`src/rtl/ltc_pkg.sv`:
```
// Shared types, character codes and decode functions for the literal token classifier.
`default_nettype none

package ltc_pkg;

    localparam int VALUE_W  = 64;
    localparam int LENGTH_W = 16;

    typedef enum logic [1:0] {
        KIND_NUMBER   = 2'd0,
        KIND_BUFFER   = 2'd1,
        KIND_STRING   = 2'd2,
        KIND_OVERFLOW = 2'd3
    } kind_t;

    typedef struct packed {
        kind_t                 kind;
        logic [VALUE_W-1:0]    value;
        logic [LENGTH_W-1:0]   length;
    } result_t;

    // Class flag bit positions
    localparam int FLAG_HEX = 0;
    localparam int FLAG_BIN = 1;
    localparam int FLAG_DEC = 2;
    localparam int FLAG_BUF = 3;
    localparam int FLAG_W   = 4;

    // Character codes
    localparam logic [7:0] CH_ZERO   = 8'h30;
    localparam logic [7:0] CH_ONE    = 8'h31;
    localparam logic [7:0] CH_NINE   = 8'h39;
    localparam logic [7:0] CH_UA     = 8'h41;
    localparam logic [7:0] CH_UB     = 8'h42;
    localparam logic [7:0] CH_UF     = 8'h46;
    localparam logic [7:0] CH_UX     = 8'h58;
    localparam logic [7:0] CH_LA     = 8'h61;
    localparam logic [7:0] CH_LB     = 8'h62;
    localparam logic [7:0] CH_LF     = 8'h66;
    localparam logic [7:0] CH_LN     = 8'h6E;
    localparam logic [7:0] CH_LR     = 8'h72;
    localparam logic [7:0] CH_LT     = 8'h74;
    localparam logic [7:0] CH_LX     = 8'h78;
    localparam logic [7:0] CH_QUOTE  = 8'h27;
    localparam logic [7:0] CH_DQUOTE = 8'h22;
    localparam logic [7:0] CH_BSLASH = 8'h5C;

    // {valid, digit value}
    function automatic logic [4:0] hex_digit(input logic [7:0] c);
        logic [4:0] r;
        r = '0;
        if (c >= CH_ZERO && c <= CH_NINE) begin
            r = {1'b1, c[3:0]};
        end else if (c >= CH_LA && c <= CH_LF) begin
            r = {1'b1, 4'(c - CH_LA + 8'd10)};
        end else if (c >= CH_UA && c <= CH_UF) begin
            r = {1'b1, 4'(c - CH_UA + 8'd10)};
        end
        return r;
    endfunction

    // {valid, byte value}; the double quote counts only when dq_ok
    function automatic logic [8:0] esc_code(input logic [7:0] c, input logic dq_ok);
        logic [8:0] r;
        case (c)
            CH_LN:     r = {1'b1, 8'd10};
            CH_LT:     r = {1'b1, 8'd9};
            CH_LR:     r = {1'b1, 8'd13};
            CH_LB:     r = {1'b1, 8'd8};
            CH_ZERO:   r = {1'b1, 8'd0};
            CH_BSLASH: r = {1'b1, CH_BSLASH};
            CH_QUOTE:  r = {1'b1, CH_QUOTE};
            CH_DQUOTE: r = {dq_ok, CH_DQUOTE};
            default:   r = '0;
        endcase
        return r;
    endfunction

endpackage

`default_nettype wire

```
`src/rtl/ltc_core.sv`:
```
// Per-character classification state and result decode for one token.
`default_nettype none

module ltc_core #(
    parameter int LEN_BITS = 16
) (
    input  wire logic              aclk,
    input  wire logic              aresetn,
    input  wire logic              s_valid,
    output logic                   s_ready,
    input  wire logic [7:0]        s_ch,
    input  wire logic              s_last,
    input  wire logic              res_ready,
    output logic                   res_valid,
    output ltc_pkg::result_t       res_data
);

    localparam int CNT_W = (LEN_BITS < ltc_pkg::LENGTH_W) ? LEN_BITS : ltc_pkg::LENGTH_W;
    localparam logic [2:0] POS_MAX  = 3'd4;
    localparam logic [2:0] POS_HEAD = 3'd3;

    logic [63:0]                  accum_reg, accum_next;
    logic                         ovf_reg, ovf_next;
    logic [2:0]                   pos_reg;
    logic [7:0]                   head_reg [3];
    logic [ltc_pkg::FLAG_W-1:0]   flags_reg, flags_next;
    logic                         esc_reg, esc_next;
    logic [CNT_W-1:0]             cnt_reg, cnt_next;

    logic        accept;
    logic        pos_is0, pos_is1, pos_ge2;
    logic        digit;
    logic [4:0]  hex_d;
    logic [8:0]  dq_esc;
    logic [8:0]  head_esc;
    logic [67:0] hex_sum;
    logic [64:0] bin_sum;
    logic [67:0] dec_sum;
    logic [7:0]  h0, h1, h2;
    logic        inc;
    logic        num_ok, char_ok;

    assign s_ready   = res_ready;
    assign accept    = s_valid & s_ready;
    assign res_valid = accept & s_last;

    assign pos_is0 = (pos_reg == 3'd0);
    assign pos_is1 = (pos_reg == 3'd1);
    assign pos_ge2 = ~pos_is0 & ~pos_is1;

    assign digit  = (s_ch >= ltc_pkg::CH_ZERO) && (s_ch <= ltc_pkg::CH_NINE);
    assign hex_d  = ltc_pkg::hex_digit(s_ch);
    assign dq_esc = ltc_pkg::esc_code(s_ch, 1'b1);

    // Head characters with the current beat merged in
    assign h0 = pos_is0             ? s_ch : head_reg[0];
    assign h1 = pos_is1             ? s_ch : head_reg[1];
    assign h2 = (pos_reg == 3'd2)   ? s_ch : head_reg[2];
    assign head_esc = ltc_pkg::esc_code(h2, 1'b0);

    // Multiply-add per base, with carry-out bits for overflow
    assign hex_sum = {accum_reg, 4'b0000} + 68'(hex_d[3:0]);
    assign bin_sum = {accum_reg, 1'b0} + 65'(s_ch[0]);
    assign dec_sum = {1'b0, accum_reg, 3'b000} + {3'b000, accum_reg, 1'b0}
                   + 68'(s_ch[3:0]);

    always_comb begin
        flags_next = flags_reg;
        accum_next = accum_reg;
        ovf_next   = ovf_reg;
        esc_next   = esc_reg;
        cnt_next   = cnt_reg;
        inc        = 1'b0;

        // numeric classes
        if (!digit) flags_next[ltc_pkg::FLAG_DEC] = 1'b0;
        if (pos_is0) begin
            if (s_ch != ltc_pkg::CH_ZERO) begin
                flags_next[ltc_pkg::FLAG_HEX] = 1'b0;
                flags_next[ltc_pkg::FLAG_BIN] = 1'b0;
            end
        end else if (pos_is1) begin
            if (s_ch != ltc_pkg::CH_LX && s_ch != ltc_pkg::CH_UX)
                flags_next[ltc_pkg::FLAG_HEX] = 1'b0;
            if (s_ch != ltc_pkg::CH_LB && s_ch != ltc_pkg::CH_UB)
                flags_next[ltc_pkg::FLAG_BIN] = 1'b0;
        end else begin
            if (!hex_d[4]) flags_next[ltc_pkg::FLAG_HEX] = 1'b0;
            if (s_ch != ltc_pkg::CH_ZERO && s_ch != ltc_pkg::CH_ONE)
                flags_next[ltc_pkg::FLAG_BIN] = 1'b0;
        end

        if (pos_ge2 && flags_next[ltc_pkg::FLAG_HEX]) begin
            accum_next = hex_sum[63:0];
            if (|hex_sum[67:64]) ovf_next = 1'b1;
        end else if (pos_ge2 && flags_next[ltc_pkg::FLAG_BIN]) begin
            accum_next = bin_sum[63:0];
            if (bin_sum[64]) ovf_next = 1'b1;
        end else if (flags_next[ltc_pkg::FLAG_DEC]) begin
            accum_next = dec_sum[63:0];
            if (|dec_sum[67:64]) ovf_next = 1'b1;
        end

        // buffer class
        if (pos_is0) begin
            if (s_ch != ltc_pkg::CH_DQUOTE) flags_next[ltc_pkg::FLAG_BUF] = 1'b0;
        end else if (!s_last && flags_next[ltc_pkg::FLAG_BUF]) begin
            if (esc_reg) begin
                if (!dq_esc[8]) flags_next[ltc_pkg::FLAG_BUF] = 1'b0;
                else            inc = 1'b1;
                esc_next = 1'b0;
            end else if (s_ch == ltc_pkg::CH_BSLASH) begin
                esc_next = 1'b1;
            end else begin
                inc = 1'b1;
            end
            if (inc && cnt_reg != '1) cnt_next = cnt_reg + 1'b1;
        end
        if (s_last && (!pos_ge2 || s_ch != ltc_pkg::CH_DQUOTE || esc_reg))
            flags_next[ltc_pkg::FLAG_BUF] = 1'b0;

        // result decode on the final beat
        num_ok = ((flags_next[ltc_pkg::FLAG_HEX] | flags_next[ltc_pkg::FLAG_BIN]) && !pos_is0)
               || flags_next[ltc_pkg::FLAG_DEC];
        char_ok = pos_ge2 && h0 == ltc_pkg::CH_QUOTE && s_ch == ltc_pkg::CH_QUOTE
                && ((h1 == ltc_pkg::CH_BSLASH) ? head_esc[8] : (pos_reg == 3'd2));

        res_data.kind   = ltc_pkg::KIND_STRING;
        res_data.value  = '0;
        res_data.length = '0;
        if (num_ok) begin
            if (ovf_next) begin
                res_data.kind = ltc_pkg::KIND_OVERFLOW;
            end else begin
                res_data.kind  = ltc_pkg::KIND_NUMBER;
                res_data.value = accum_next;
            end
        end else if (char_ok) begin
            res_data.kind = ltc_pkg::KIND_NUMBER;
            if (h1 == ltc_pkg::CH_BSLASH) res_data.value = {56'd0, head_esc[7:0]};
            else                          res_data.value = {{56{h1[7]}}, h1};
        end else if (flags_next[ltc_pkg::FLAG_BUF]) begin
            res_data.kind   = ltc_pkg::KIND_BUFFER;
            res_data.length = ltc_pkg::LENGTH_W'(cnt_reg);
        end
    end

    always_ff @(posedge aclk) begin
        if (!aresetn) begin
            accum_reg <= '0;
            ovf_reg   <= 1'b0;
            pos_reg   <= '0;
            head_reg  <= '{default: '0};
            flags_reg <= '1;
            esc_reg   <= 1'b0;
            cnt_reg   <= '0;
        end else if (accept) begin
            if (s_last) begin
                // token done: return to the idle values
                accum_reg <= '0;
                ovf_reg   <= 1'b0;
                pos_reg   <= '0;
                head_reg  <= '{default: '0};
                flags_reg <= '1;
                esc_reg   <= 1'b0;
                cnt_reg   <= '0;
            end else begin
                accum_reg <= accum_next;
                ovf_reg   <= ovf_next;
                pos_reg   <= (pos_reg == POS_MAX) ? POS_MAX : pos_reg + 3'd1;
                if (pos_reg < POS_HEAD) head_reg[pos_reg[1:0]] <= s_ch;
                flags_reg <= flags_next;
                esc_reg   <= esc_next;
                cnt_reg   <= cnt_next;
            end
        end
    end

endmodule

`default_nettype wire

```
`src/rtl/ltc_skid.sv`:
```
// Output register with a skid stage for result beats.
`default_nettype none

module ltc_skid (
    input  wire logic               aclk,
    input  wire logic               aresetn,
    input  wire logic               in_valid,
    output logic                    in_ready,
    input  wire ltc_pkg::result_t   in_data,
    output logic                    out_valid,
    input  wire logic               out_ready,
    output ltc_pkg::result_t        out_data
);

    logic             out_valid_reg;
    ltc_pkg::result_t out_data_reg;
    logic             skid_valid_reg;
    ltc_pkg::result_t skid_data_reg;

    assign in_ready  = ~skid_valid_reg;
    assign out_valid = out_valid_reg;
    assign out_data  = out_data_reg;

    always_ff @(posedge aclk) begin
        if (!aresetn) begin
            out_valid_reg  <= 1'b0;
            skid_valid_reg <= 1'b0;
        end else if (!out_valid_reg || out_ready) begin
            // advance: skid first, else the incoming beat
            if (skid_valid_reg) begin
                out_valid_reg  <= 1'b1;
                skid_valid_reg <= 1'b0;
            end else begin
                out_valid_reg <= in_valid;
            end
        end else if (in_valid && !skid_valid_reg) begin
            // hold: park the beat in the skid stage
            skid_valid_reg <= 1'b1;
        end
    end

    always_ff @(posedge aclk) begin
        if (!out_valid_reg || out_ready) begin
            if (skid_valid_reg) out_data_reg <= skid_data_reg;
            else if (in_valid)  out_data_reg <= in_data;
        end else if (in_valid && !skid_valid_reg) begin
            skid_data_reg <= in_data;
        end
    end

endmodule

`default_nettype wire

```
`src/rtl/literal_token_classifier_top.sv`:
```
// Top level of the literal token classifier.
//
// Input channel (s_valid/s_ready): one token character per beat on s_ch,
// with s_last high on the final character of the token. Tokens follow one
// another with no gap.
// Output channel (m_valid/m_ready): one result beat per token, carrying the
// class in m_kind (number, buffer, plain string, overflow), the parsed value
// in m_value and the unescaped buffer length in m_length.
// Result path: the result of the final character beat is registered into the
// output register, or into the skid stage while the output register still waits.
// Throughput: one character per cycle while s_ready is high; the per-character
// multiply-add for bases 2, 10 and 16 and the class flags are combinational.
// Reset (aresetn low at a clock edge) clears the token state and empties the
// output stages; the next beat starts a new token.
// Stall: the output register plus a one-entry skid stage let a further token
// complete while a result waits; s_ready drops only when both are occupied,
// and it returns once m_ready takes the waiting result.
`default_nettype none

module literal_token_classifier_top #(
    parameter int LEN_BITS = 16
) (
    input  wire logic         aclk,
    input  wire logic         aresetn,
    input  wire logic         s_valid,
    output logic              s_ready,
    input  wire logic [7:0]   s_ch,
    input  wire logic         s_last,
    output logic              m_valid,
    input  wire logic         m_ready,
    output logic [1:0]        m_kind,
    output logic [63:0]       m_value,
    output logic [15:0]       m_length
);

    logic             res_valid;
    logic             res_ready;
    ltc_pkg::result_t res_data;
    ltc_pkg::result_t out_data;

    // Character decode and per-token state
    ltc_core #(
        .LEN_BITS (LEN_BITS)
    ) u_core (
        .aclk      (aclk),
        .aresetn   (aresetn),
        .s_valid   (s_valid),
        .s_ready   (s_ready),
        .s_ch      (s_ch),
        .s_last    (s_last),
        .res_ready (res_ready),
        .res_valid (res_valid),
        .res_data  (res_data)
    );

    // Result register and skid stage
    ltc_skid u_skid (
        .aclk      (aclk),
        .aresetn   (aresetn),
        .in_valid  (res_valid),
        .in_ready  (res_ready),
        .in_data   (res_data),
        .out_valid (m_valid),
        .out_ready (m_ready),
        .out_data  (out_data)
    );

    assign m_kind   = out_data.kind;
    assign m_value  = out_data.value;
    assign m_length = out_data.length;

endmodule

`default_nettype wire
```
`config.mk`:
```
export PLATFORM = sky130hd
export DESIGN_NAME = literal_token_classifier_top
export DESIGN_NICKNAME = d
export VERILOG_FILES = /design/src/rtl/ltc_pkg.sv /design/src/rtl/ltc_core.sv /design/src/rtl/ltc_skid.sv /design/src/rtl/literal_token_classifier_top.sv
export SDC_FILE = /design/constraint.sdc
export NUM_CORES = 1
export LEC_CHECK = 0
export ABC_CLOCK_PERIOD_IN_PS = 5800
export BUFFER_PORTS_ARGS = -buffer_cell sky130_fd_sc_hd__clkbuf_2
export CELL_PAD_IN_SITES_DETAIL_PLACEMENT = 1
export CELL_PAD_IN_SITES_GLOBAL_PLACEMENT = 2
export CORE_ASPECT_RATIO = 1.2
export CORE_MARGIN = 2
export CORE_UTILIZATION = 39
export CTS_CLUSTER_SIZE = 25
export DETAILED_ROUTE_END_ITERATION = 7
export PLACE_DENSITY = 0.8
export SLEW_MARGIN = 5
export SYNTH_ARGS = -nofsm -noshare
export SYNTH_HDL_FRONTEND = slang
export SYNTH_SLANG_ARGS = --single-unit
```
`constraint.sdc`:
```
create_clock -name aclk -period 5.8 [get_ports aclk]
set_clock_uncertainty 0.2 [all_clocks]
set_input_delay 0.58 -clock aclk [delete_from_list [all_inputs] [get_ports aclk]]
set_output_delay 0.58 -clock aclk [all_outputs]
set_load 0.01 [all_outputs]
```
# After elaboration in Yosys (flattened, before gate mapping)

Index checks and enable logic that the tools add are counted.

Bitwise gates (word level): 10
Order comparisons: 9
Mux-type cells: 69
Reductions and logical operators: 39
Add/sub/neg operators: 10
Eq/ne operators: 30

Operators by type and width:

| cell                    | number |
|---|---|
| $mux W64                | 7 |
| $mux W82                | 2 |
| $pmux W9 S8             | 2 |
| $add A68 B4 Y68         | 2 |
| $mux W16                | 7 |
| $eq A8 B7 Y1 const B    | 11 |
| $add A67 B65 Y68        | 1 |
| $mux W66                | 1 |
| $add A65 B1 Y65         | 1 |
| $eq A8 B6 Y1 const B    | 7 |
| $mux W24                | 2 |
| $mux W8                 | 4 |
| $ne A8 B7 Y1 const B    | 4 |
| $mux W1                 | 30 |
| $bwmux W24              | 1 |
| $ne A8 B6 Y1 const B    | 3 |
| $logic_and A1 B1 Y1     | 17 |
| $add A16 B1 Y16 const B | 1 |
| $demux W8 S2            | 1 |
| $ge A8 B7 Y1 const B    | 2 |
| $le A8 B7 Y1 const B    | 2 |
| $ne A16 B16 Y1 const B  | 1 |
| $mux W5                 | 3 |
| $mux W2                 | 6 |
| 27 further kinds        | 49 |

Word-level logic and storage cells: 184
Register bits after elaboration: 279

# Logic depth before layout (Yosys ltp)

Gate-level depths: netlist (run 1).

Depth after elaboration: 15
Depth in mapped cells: 18
Depth with buffers taken out: 14

# Cells and area by module

A second synthesis (run 1) with hierarchy kept.

Cells, all modules: 2092
Area total of the unflattened synthesis: 18889.4 um^2

By module, submodules not included:

| module   | cells an instance | seq. area each (um^2) | instances | area an instance (um^2) |
|---|---|---|---|---|
| ltc_core | 1828              | 2262.2                | 1         | 12699.7 |
| ltc_skid | 264               | 4964.8                | 1         | 6189.7 |

# Least setup slack after synthesis (run 1)

OpenSTA, ideal clock, no wires.

Path kind: input port to flip-flop
From: in s_valid
To: reg u_skid.skid_data_reg[0] in the netlist's numbering (enable)
Slack: 0.580 ns
Stages on the path: 4
Arrival: 4.497 ns
Path through: nor2b_1 -> clkbuf_1 -> nand2_1 -> nor2_1

Longest elaborated chain between the ends: 4

RTL lines:

| element                            | line                               | source |
|---|---|---|
| start: declaration                 | literal_token_classifier_top.sv:25 | `input wire logic s_valid,` |
| $and A1 B1 Y1                      | ltc_core.sv:44                     | `assign accept = s_valid & s_ready;` |
| $and A1 B1 Y1                      | ltc_core.sv:45                     | `assign res_valid = accept & s_last;` |
| $logic_and A1 B1 Y1                | ltc_skid.sv:46                     | `end else if (in_valid && !skid_valid_reg) begin` |
| $reduce_and A2 Y1 (no source line) | --                                 |  |
| end signal: assignment             | ltc_skid.sv:47                     | `skid_data_reg <= in_data;` |
| end: declaration                   | ltc_skid.sv:18                     | `ltc_pkg::result_t skid_data_reg;` |

No other way between the ends.
A chain may end at the register's enable or synchronous reset.

==> summary.md, run 1 <==
| Metric | Value |
|---|---|
| XOR/XNOR Fraction of Synth Area | `2.05%` |
| Initial antenna violation count | `1` |
| Post-synthesis simple-gate area fraction | `about a fifth` |
| Vias in the first global route | `about 19000` |
| Max Cap Viol | `0` |
| Max Freq | `between 150 and 200 MHz` |
| Fin. max-slew vios | `0` |
| Post-synth cell types | `~80` |
| Sequential share of power | `47.4%` |
| Adder-Cell Fraction of Synth Area | `just under 9%` |
| Period utilization | `91.2%` |
| Static leakage | `~8 nW` |
| Root buf cell | `clkbuf_16` |
| Seq cells post-synth | `between 200 and 300` |
| Pwr dens | `207 mW/mm^2` |
| Slew HR | `between 20% and 30%` |
| Slew @ Worst Pin | `around 1100 ps` |
| Die area | `around 0.052 sq mm` |
| Post-synthesis mux area share | `under 10%` |
| Total wire length | `70300 microns` |
| Critical Path, Cell by Cell | `inv_1 > fa_1 > inv_1 > fa_1 > a21o_1 > a221o_1 > a211o_1 > nand4_1 > a31oi_1 > a2111oi_0 > nor3_1 > nor4_1 > buf_4 > nor3_1 > or2_2` |
| Sequential Area | `0.00723 sq mm` |
| Routed Antenna Nets | `0` |
| Syn Nets | `2437` |
| Layout area overhead | `11.1%` |
| Core Util, Final | `between 40 and 50%` |
| GRT Overall Usage | `26.7%` |
| CP max stage delay | `between 600 and 700 ps` |
| Main combinational cell family by area after synthesis | `compound AO/OA/AOI/OAI gates` |
| RSZ-0062 raised after global routing | `no` |
| Worst hold endpoint | `u_skid.skid_valid_reg$_SDFFE_PP0P_` |
| Std-Cell Rows | `90` |
| Total core area | `around 0.050 sq mm` |
| Port-buffer cells | `96` |
| Worst skew pair latency | `approximately 590 ps` |
| Setup TNS Final | `0 ps` |
| Mapped Area | `0.0197 sq mm` |
| Ys async rst share | `0%` |
| Die Y-Extent | `250 microns` |
| CP Class | `reg2reg` |
| Sequential area share after synthesis | `a little under two fifths` |
| Critical Path Source Type | `register` |
| Sw frac | `between 20% and 30%` |
| Post-synth EDFFs | `approximately 160` |
| Clock power share | `approximately 47%` |
| Top_reg_cell synth | `edfxtp_1` |
| Routed len/inst | `23.7 microns` |
| Beginning of the worst hold path | `m_ready` |
| RR Startpoint | `u_core.accum_reg[0]$_SDFFE_PN0P_` |
| Buffers and inverters on the worst path | `3` |
| Final setup fails | `0` |
| DR iter-0 viols | `roughly 1100` |
| Post-synthesis cell count | `2285` |
| # nets final | `2456` |
| Int Power | `roughly 3.5 mW` |
| Initial core utilization | `between 30 and 40%` |
| Number of diodes | `0` |
| DR vias/cell | `6.12` |
| Delay-heaviest family, CP | `compound AO/OA/AOI/OAI gates` |
| CTS H-tree depth | `1` |
| Hold Violations, Final | `0` |
| Crit path required time | `5920 ps` |
| First-pass GRT wire length | `110000 microns` |
| Cells on worst reg2reg path | `15` |
| # IOs | `97` |
| CTS tree | `built` |
| Combinational power share | `~6%` |
| Outcome | `completed` |
| Compound-Gate Fraction of Synth Area | `between 20% and 30%` |
| Final min period | `about 5300 ps` |
| Switching Power | `roughly 1.1 mW` |
| Worst hold path class | `in2reg` |
| Cts-stage hold buffer count | `0` |
| Worst EP arrival | `between 5000 and 6000 ps` |
| Syn avg cell area | `8.61 sq um` |
| Number of setup buffers added after CTS | `0` |
| Vias after detailed routing | `roughly 18000` |
| Initial DRT Pass Iterations | `6` |
| Remaining DRCs | `0` |
| Share of cells above drive strength 1 | `between 10% and 20%` |
| Clk slew on worst S/H paths | `roughly 60 ps` |
| Final HPWL DP | `around 52000 microns` |
| Largest net degree at the start of global routing | `75` |
| Reg-to-reg endpoint | `u_skid.skid_data_reg[80]$_DFFE_PP_` |
| Hold path depth | `4` |
| Worst path slowest cell | `nor4_1` |
| Worst-path fanout max | `6` |
| CTS Buf Count | `30` |
| Cts repair resizes | `0` |
| Bufs on Longest Clock Path | `3` |
| Total grt overflow | `0` |
| Flop-to-flop setup slack | `a little over 500 ps` |
| Die Wd | `approximately 210 microns` |
| CP endpoint kind | `register` |
| Clock sink total | `279` |
| Filler cells | `just under 6000` |
| Worst vdd ir | `approximately 0.00027 V` |
| Final GP Congestion | `0.912` |
| Multi-input logic area | `0.0117 sq mm` |
| WP depth | `15` |
| YS warnings | `0` |
==> synth_stat cells, types with 18 or more instances <==
library cell	number	share of area, %
a21boi_0	19	0.73
a21o_1	32	1.2
a21oi_1	219	5.6
a22oi_1	41	1.6
a31oi_1	24	0.76
and2_1	72	2.3
clkbuf_1	132	2.5
dfxtp_1	115	12
edfxtp_1	164	25
ha_1	137	8.7
inv_1	42	0.80
mux2_2	18	1.0
nand2_1	241	4.6
nand3_1	42	1.1
nand4_1	34	1.1
nor2_1	155	3.0
nor2b_1	54	1.7
nor3_1	49	1.2
o211ai_1	28	1.1
o21a_1	22	0.84
o21ai_0	218	5.5
o21bai_1	22	0.84
o31ai_1	35	1.3
o31ai_2	30	1.9
or3_1	38	1.2
xnor2_1	24	1.1
xor2_1	22	0.98
==> worst max-delay path by stage <==
stage | slack, ps | endpoint | startpoint
final | 510 | u_skid.skid_data_reg[80]$_DFFE_PP_ | u_core.accum_reg[0]$_SDFFE_PN0P_
after global routing | 330 | u_skid.skid_data_reg[80]$_DFFE_PP_ | u_core.accum_reg[0]$_SDFFE_PN0P_
after floorplan | 580 | u_skid.skid_data_reg[0]$_DFFE_PP_ | s_valid
after detailed placement | 500 | u_skid.skid_data_reg[80]$_DFFE_PP_ | s_ch[3]
after CTS | 670 | u_skid.skid_data_reg[80]$_DFFE_PP_ | u_core.accum_reg[0]$_SDFFE_PN0P_
after global placement | 480 | u_skid.skid_data_reg[80]$_DFFE_PP_ | s_ch[3]
==> worst reg2reg max path: stages, from the launching register on <==
cell       delay [ps]
dfxtp_1           450
inv_1              90
fa_1              510
inv_1              70
fa_1              470
a21o_1            200
a221o_1           400
a211o_1           330
nand4_1           200
a31oi_1           130
a2111oi_0         600
nor3_1            110
nor4_1            670
buf_4             230
nor3_1             80
or2_2             280
==> placed cells by master, fill, tap and decap left out, types with 9 or more instances in the layout <==
cell type    n
nand2_1    239
a21oi_1    219
o21ai_0    218
edfxtp_1   164
nor2_1     152
ha_1       137
dfxtp_1    114
clkbuf_2    96
and2_1      70
nor2b_1     54
nor3_1      48
buf_4       46
inv_1       42
nand3_1     42
a22oi_1     41
or3_1       38
o31ai_1     35
nand4_1     34
a21o_1      32
clkbuf_16   31
o31ai_2     30
o211ai_1    28
a31oi_1     24
xnor2_1     24
o21a_1      22
xor2_1      22
o21bai_1    21
a21boi_0    19
mux2_2      18
mux2i_1     17
and3_1      16
a211oi_1    16
nand2b_1    14
nor4_1      14
a311oi_1    11
nor3b_1      9
==> through the flow <==
stage               setup WS (ps)  hold WS, ps  total power, mW  instance area, sq um  std cells
floorplan                     580          250             2.35                 19700       2285
global placement              485          265             2.45                 20800       2916
detailed placement            503          281             2.46                 20800       2916
CTS                           667         78.5             4.57                 21800       2971
global route                  327          113             4.66                 21800       2971
finish                        512         98.8             4.53                 21800       2971
==> cells by family (layout without fill, tap and decap cells) <==
kind of cell / Yosys count / in the layout
mux: 35 / 35
fa+ha+maj: 139 / 139
compound gates: 811 / 811
buf+inv: 201 / 243
xor+xnor: 46 / 46
simple gates: 774 / 774
flops: 279 / 279
==> routing by layer <==
| layer | routed length [microns] | track usage, % |
|---|---|---|
| met5 | 10 | 0 |
| met4 | 2360 | 8.94 |
| met3 | 3390 | 3.78 |
| met2 | 33500 | 45.4 |
| met1 | 31100 | 34.8 |
==> power groups by stage <==
| stage | clock (mW) | sequential (mW) | combinational (mW) |
|---|---|---|---|
| after floorplan | 0 | 2.19 | 0.157 |
| after global placement | 0 | 2.19 | 0.265 |
| after detailed placement | 0 | 2.19 | 0.270 |
| after CTS | 2.16 | 2.14 | 0.271 |
| after global routing | 2.22 | 2.15 | 0.295 |
| final | 2.11 | 2.15 | 0.270 |
==> area by class of cell <==
class	instances	share of cell area (%)
Inverter	42	0.722
Sequential cell	279	33.1
Timing Repair Buffer	146	4.15
Clock inverter	15	1.02
Clock buffer	40	3.93
Multi-Input combinational cell	1805	53.4
Tap cell	644	3.69
Note: power is estimated with default switching activity, not from simulation.
==> inputs of run 2 (changes only) <==
--- a/config.mk
+++ b/config.mk
@@ -5,16 +5,17 @@
 export SDC_FILE = /design/constraint.sdc
 export NUM_CORES = 1
 export LEC_CHECK = 0
+export ABC_AREA = 1
 export ABC_CLOCK_PERIOD_IN_PS = 5800
 export BUFFER_PORTS_ARGS = -buffer_cell sky130_fd_sc_hd__clkbuf_2
 export CELL_PAD_IN_SITES_DETAIL_PLACEMENT = 1
 export CELL_PAD_IN_SITES_GLOBAL_PLACEMENT = 2
 export CORE_ASPECT_RATIO = 1.2
 export CORE_MARGIN = 2
-export CORE_UTILIZATION = 39
+export CORE_UTILIZATION = 36
 export CTS_CLUSTER_SIZE = 25
 export DETAILED_ROUTE_END_ITERATION = 7
-export PLACE_DENSITY = 0.8
+export PLACE_DENSITY = 0.81
 export SLEW_MARGIN = 5
 export SYNTH_ARGS = -nofsm -noshare
 export SYNTH_HDL_FRONTEND = slang
==> summary.md, run 2 <==
| Metric | Value |
|---|---|
| Main combinational cell family by area after synthesis | `simple AND/OR/NAND/NOR gates` |
| DR iter-0 viols | `between 1000 and 1500` |
| Initial antenna violation count | `0` |
| Sequential Area | `about 0.0072 sq mm` |
| Filler cells | `7529` |
| # IOs | `between 90 and 100` |
| Hold Violations, Final | `0` |
| CTS Buf Count | `27` |
| Static leakage | `roughly 11 nW` |
| Worst skew pair latency | `~560 ps` |
| Die Wd | `225 microns` |
| Cts-stage hold buffer count | `0` |
| Top cell type's share of synthesized area | `23.3%` |
| Number of setup buffers added after CTS | `0` |
| Seq cells post-synth | `279` |
| Sequential area share after synthesis | `between 30 and 40%` |
| Multi-input logic area | `0.0119 sq mm` |
| YS warnings | `0` |
| CP endpoint kind | `register` |
| Vias in the first global route | `~22000` |
| Post-synth EDFFs | `164` |
| Area contributors post-synth | `edfxtp_1, nand2_1, dfxtp_1, ha_1, inv_1` |
| Syn avg cell area | `approximately 6.6 sq um` |
| Slew @ Worst Pin | `around 1200 ps` |
| Number of diodes | `0` |
| Vias after detailed routing | `~21000` |
| Top cells by count, synth | `nand2_1, inv_1, nand3_1` |
| Pwr dens | `between 150 and 200 mW/mm^2` |
| Share of cells above drive strength 1 | `under 10%` |
| Largest net degree at the start of global routing | `just over 80` |
| Post-synthesis mux area share | `0%` |
| Routed Antenna Nets | `0` |
| First-pass GRT wire length | `121000 microns` |
| Crit path required time | `between 5000 and 6000 ps` |
| Remaining DRCs | `0` |
| Total wire length | `between 70000 and 80000 microns` |
| Std-Cell Rows | `just under 100` |
| Slew HR | `a little under a quarter` |
| CP max stage delay | `between 500 and 600 ps` |
| Worst path slowest cell | `nand2_2` |
| Mapped Area | `0.0211 sq mm` |
| Delay-heaviest family, CP | `simple AND/OR/NAND/NOR gates` |
| Final setup fails | `0` |
| Non-filler instance count after layout | `3975` |
| Clk slew on worst S/H paths | `60 ps` |
| Post-synthesis cell count | `between 3000 and 4000` |
| Worst EP arrival | `4510 ps` |
| Final HPWL DP | `roughly 60000 microns` |
| Final instance area | `approximately 0.023 sq mm` |
| Final GP Congestion | `a little over 0.9` |
| Root buf cell | `clkbuf_16` |
| Period utilization | `76.2%` |
| Die area | `slightly above 0.06 sq mm` |
| Area after DPL | `0.0222 sq mm` |
| Outcome | `completed` |
| Ys async rst share | `0%` |
| DR vias/cell | `roughly 5.2` |
| Pwr Total | `between 4 and 5 mW` |
| Worst-path fanout max | `35` |
| Adder-Cell Fraction of Synth Area | `8.30%` |
| Worst hold path class | `in2reg` |
| Fin. max-slew vios | `0` |
| GRT Overall Usage | `between 20% and 30%` |
| Worst vdd ir | `around 0.00019 V` |
| Dpl cells | `3925` |
| Initial core utilization | `36.3%` |
| Syn Nets | `3331` |
| Post-synth cell types | `between 50 and 60` |
| Post-synthesis simple-gate area fraction | `roughly 36%` |
| Max Freq | `approximately 230 MHz` |
| Routed len/inst | `between 15 and 20 microns` |
| Most common cell after layout, fill and taps aside | `nand2_1` |
| Max Cap Viol | `0` |
| Clock sink total | `roughly 280` |
| Final min period | `around 4400 ps` |
| Setup TNS Final | `0 ps` |
| Critical Path, Cell by Cell | `inv_1 > ha_1 > nand2_8 > o21ai_1 > or2_1 > nor2_1 > nand4_1 > nand2_1 > nor2_1 > nand2_1 > nand2_1 > o21ai_2 > nand2_2 > inv_4 > nand2_2 > buf_4 > nand2_1 > nand2_1 > nand2_1` |
| Total core area | `between 0.05 and 0.06 sq mm` |
| Bufs on Longest Clock Path | `3` |
| Critical Path Source Type | `register` |
| Cts repair resizes | `0` |
| Port-buffer cells | `96` |
| XOR/XNOR Fraction of Synth Area | `between 1 and 1.5%` |
| Top cell by count, worst path | `nand2_1` |
| RSZ-0062 raised after global routing | `no` |
| Compound-Gate Fraction of Synth Area | `between 10% and 20%` |
| Leading cell type by number of instances after synthesis | `nand2_1` |
| Buffers and inverters on the worst path | `3` |
| Synth area leader | `edfxtp_1` |
| Layout area overhead | `9.34%` |
| Initial DRT Pass Iterations | `5` |
| Most frequent cells in the layout | `nand2_1, inv_1, nand3_1` |
| Core Util, Final | `39.7%` |
| Total grt overflow | `0` |
| CTS tree | `built` |
| Top_reg_cell synth | `edfxtp_1` |
| CP Class | `reg2reg` |
| Die Y-Extent | `around 270 microns` |
| # nets final | `3364` |
| CTS H-tree depth | `1` |
-- run 2: cell count changes in the layout (fill, tap and decap cells not counted), sizes merged, moves of 56 or more --
cell and delta:
nand2 +1063, inv +335, nand3 +177, o21ai -101, and2 -68, o31ai -62
nor2 +56
-- run 2: per-layer routing --
metal | wire length [microns] | track usage [%] | vias up
met4 | 1890 | 6.48 | 0
met3 | 2310 | 1.20 | 95
li1 | - | - | 10300
met2 | 36400 | 42.4 | 351
met5 | 0 | 0 | -
met1 | 36500 | 35.1 | 10100
-- run 2: final timing paths --
| check | endpoint | depth (start not counted) | slack (ps) | start |
|---|---|---|---|---|
| max | u_skid.out_data[53]$_DFFE_PP_ | 19 | 1380 | u_core.pos_reg[0]$_SDFFE_PN0P_ |
| min | u_core.esc_reg$_SDFFE_PN0P_ | 3 | 160 | aresetn |
| max reg2reg | u_skid.out_data[53]$_DFFE_PP_ | 19 | 1380 | u_core.pos_reg[0]$_SDFFE_PN0P_ |
| min reg2reg | u_core.head_reg[8]$_SDFFE_PN0P_ | 2 | 260 | u_core.head_reg[8]$_SDFFE_PN0P_ |
-- run 2: logic make-up after synthesis --
| family | count (synthesis) |
|---|---|
| compound gates | 402 |
| fa+ha+maj | 139 |
| xor+xnor | 30 |
| flops | 279 |
| simple gates | 1837 |
| buf+inv | 492 |
-- run 2: worst register-to-register path: cells and delay by family (launching register included) --
family                   cells  cell delay, ps
AO/OA/AOI/OAI                2             380
adder cells (fa/ha/maj)      1             540
buffers and inverters        3             660
flip-flops                   1             370
AND/OR/NAND/NOR             13            2010
-- run 2: area by class of cell --
| class | instances | area share (%) |
|---|---|---|
| flip-flops and latches | 279 | 31.3 |
| clock buffers | 37 | 3.26 |
| inverters | 378 | 6.16 |
| multi-input cells | 2408 | 51.7 |
| repair buffers | 118 | 2.85 |
| well taps | 742 | 4.02 |
| clock inverters | 13 | 0.742 |
-- run 2: metrics by stage --
step / hold slack (ps) / setup WS [ps]
floorplan: 236 / 658
detailed placement: 257 / 1050
CTS: 141 / 1360
global route: 196 / 983
finish: 164 / 1380
global placement: 249 / 1110
-- run 2: power breakdown --
group	internal, mW	switching, mW
sequential	2.12	0.0230
clock	1.09	0.799
combinational	0.0675	0.222
==> inputs of run 3 (changes only) <==
--- a/config.mk
+++ b/config.mk
@@ -6,16 +6,16 @@
 export NUM_CORES = 1
 export LEC_CHECK = 0
 export ABC_AREA = 1
-export ABC_CLOCK_PERIOD_IN_PS = 5800
+export ABC_CLOCK_PERIOD_IN_PS = 3650
 export BUFFER_PORTS_ARGS = -buffer_cell sky130_fd_sc_hd__clkbuf_2
 export CELL_PAD_IN_SITES_DETAIL_PLACEMENT = 1
 export CELL_PAD_IN_SITES_GLOBAL_PLACEMENT = 2
 export CORE_ASPECT_RATIO = 1.2
 export CORE_MARGIN = 2
-export CORE_UTILIZATION = 36
+export CORE_UTILIZATION = 32
 export CTS_CLUSTER_SIZE = 25
 export DETAILED_ROUTE_END_ITERATION = 7
-export PLACE_DENSITY = 0.81
+export PLACE_DENSITY = 0.76
 export SLEW_MARGIN = 5
 export SYNTH_ARGS = -nofsm -noshare
 export SYNTH_HDL_FRONTEND = slang
==> constraint.sdc (replaced) <==
create_clock -name aclk -period 3.65 [get_ports aclk]
set_clock_uncertainty 0.2 [all_clocks]
set_input_delay 0.365 -clock aclk [delete_from_list [all_inputs] [get_ports aclk]]
set_output_delay 0.365 -clock aclk [all_outputs]
set_load 0.01 [all_outputs]
==> summary.md, run 3 (synthesized netlist as in run 2, its figures left out) <==
| Metric | Value |
|---|---|
| Outcome | `finished, violations left` |
| Failing checks | `setup timing` |
| # nets final | `approximately 3700` |
| Die Wd | `approximately 240 microns` |
| GRT Overall Usage | `roughly a quarter` |
| First-pass GRT wire length | `~130000 microns` |
| Remaining DRCs | `0` |
| Slew HR | `30.6%` |
| Port-buffer cells | `96` |
| DR iter-0 viols | `slightly below 1000` |
| Largest net degree at the start of global routing | `between 80 and 90` |
| Critical Path Source Type | `register` |
| # IOs | `between 90 and 100` |
| Setup TNS Final | `-1410 ps` |
| Max Cap Viol | `0` |
| Layout area overhead | `27.5%` |
| Slew @ Worst Pin | `roughly 1000 ps` |
| Clock sink total | `approximately 280` |
| CP Class | `reg2reg` |
| Bufs on Longest Clock Path | `3` |
| CP endpoint kind | `register` |
| Routed len/inst | `around 19 microns` |
| Total core area | `between 0.06 and 0.07 sq mm` |
| CTS Buf Count | `28` |
| Dpl cells | `between 4000 and 5000` |
| Worst-path fanout max | `6` |
| Final setup fails | `26` |
| Worst EP arrival | `roughly 3900 ps` |
| CTS tree | `built` |
| Total wire length | `~85000 microns` |
| Non-filler instance count after layout | `between 4000 and 5000` |
| Final HPWL DP | `66200 microns` |
| Worst Setup Slack, final | `-140 ps` |
| Period utilization | `104%` |
| Initial core utilization | `roughly 32%` |
| Pwr dens | `between 200 and 300 mW/mm^2` |
| Hold Violations, Final | `0` |
| Total grt overflow | `0` |
| Die area | `0.0681 sq mm` |
| Crit path required time | `3760 ps` |
| Most common cell after layout, fill and taps aside | `nand2_1` |
| RSZ-0062 raised after global routing | `yes` |
| Initial DRT Pass Iterations | `5` |
| Die Y-Extent | `286 microns` |
| CTS H-tree depth | `1` |
| Worst skew pair latency | `between 500 and 600 ps` |
| Root buf cell | `clkbuf_16` |
| Fin. max-slew vios | `0` |
| Static leakage | `13.0 nW` |
| Final GP Congestion | `0.949` |
| DR vias/cell | `between 5 and 6` |
| Place WS | `-496 ps` |
| Worst hold path class | `in2reg` |
| Share of cells above drive strength 1 | `a little under a quarter` |
| Worst vdd ir | `just over 0.0003 V` |
| Std-Cell Rows | `103` |
| Vias in the first global route | `between 20000 and 25000` |
| Final min period | `around 3800 ps` |
| Initial antenna violation count | `2` |
| Vias after detailed routing | `~22000` |
| Most frequent cells in the layout | `nand2_1, inv_1, buf_4` |
| Max Freq | `~260 MHz` |
| Routed Antenna Nets | `0` |
| Number of diodes | `0` |
| Clk slew on worst S/H paths | `roughly 70 ps` |
==> run 3: cell count changes in the layout (fill, tap and decap cells not counted), sizes merged <==
cell	previous run	this run
clkinv	8	12
dlygate4sd3	0	2
clkbuf	133	136
buf	22	360
inv	379	377
==> run 3: worst max-delay path, cell delays in order, from the launching register on <==
cell	delay, ps
dfxtp_2	340
inv_2	50
fa_1	560
inv_2	70
buf_6	120
ha_4	260
nand2_2	40
nor2_1	100
nand3_1	110
nand3_2	120
nand2_1	80
nand2_2	100
nand2_2	60
nand2_2	80
nand2_2	50
nand2_2	90
nor2_2	50
nand2_2	120
nand2_4	70
nand2_4	110
nand2_8	120
buf_12	170
buf_16	130
nand3_1	80
nand2_1	70
nand2_1	90
nand2_1	80
==> run 3: layer usage <==
layer  GRT usage (%)  part of all wire, %  routed length (microns)
met5               0                0.038                       32
met4            7.50                  3.2                     2730
met3            1.92                  3.2                     2690
met2            42.7                   49                    41800
met1            31.6                   45                    38000
==> run 3: path summary, 6_finish.rpt <==
check	start	to	slack (ps)	cells after the start
setup / recovery	u_core.accum_reg[0]$_SDFFE_PN0P_	u_skid.out_data[58]$_DFFE_PP_	-140	26
hold / removal	m_ready	u_skid.skid_valid_reg$_SDFFE_PP0P_	20	4
setup reg to reg	u_core.accum_reg[0]$_SDFFE_PN0P_	u_skid.out_data[58]$_DFFE_PP_	-140	26
hold reg to reg	u_core.head_reg[0]$_SDFFE_PN0P_	u_core.head_reg[0]$_SDFFE_PN0P_	270	2
==> run 3: report_power, final <==
| group | switching, mW | internal (mW) | total [mW] |
|---|---|---|---|
| sequential | 0.0348 | 3.37 | 3.41 |
| combinational | 0.382 | 0.151 | 0.533 |
| clock | 1.30 | 1.74 | 3.04 |
==> run 3: repair_timing <==
action                                 in CTS  in global routing
resized for setup                          69                185
pin swaps                                  10                 28
hold buffers                                2                  0
endpoints found under the hold margin       3                  0
setup endpoints to repair                 145                167
gates cloned                                3                  3
setup buffers                               5                  5
==> run 3: final cells by class <==
cell class                 instances  area (sq um)
clock inverter                    15           179
fill                            8371         38700
clock buffer                      37           756
sequential                       279          7270
multi-input combinational       2408         12700
tap                              840          1050
inverter                         378          1420
timing repair buffer             461          3530
==> run 3: through the flow <==
stage | cell area, sq um | power (mW) | utilization (%) | hold slack, ps
finish | 26900 | 6.98 | 41.1 | 19.1
floorplan | 21100 | 3.76 | - | 236
CTS | 26200 | 7.05 | 39.9 | 11.7
global route | 26900 | 7.21 | 41.1 | 60.5
detailed placement | 24900 | 4.00 | 37.9 | 258
global placement | 24900 | 3.99 | 37.9 | 247
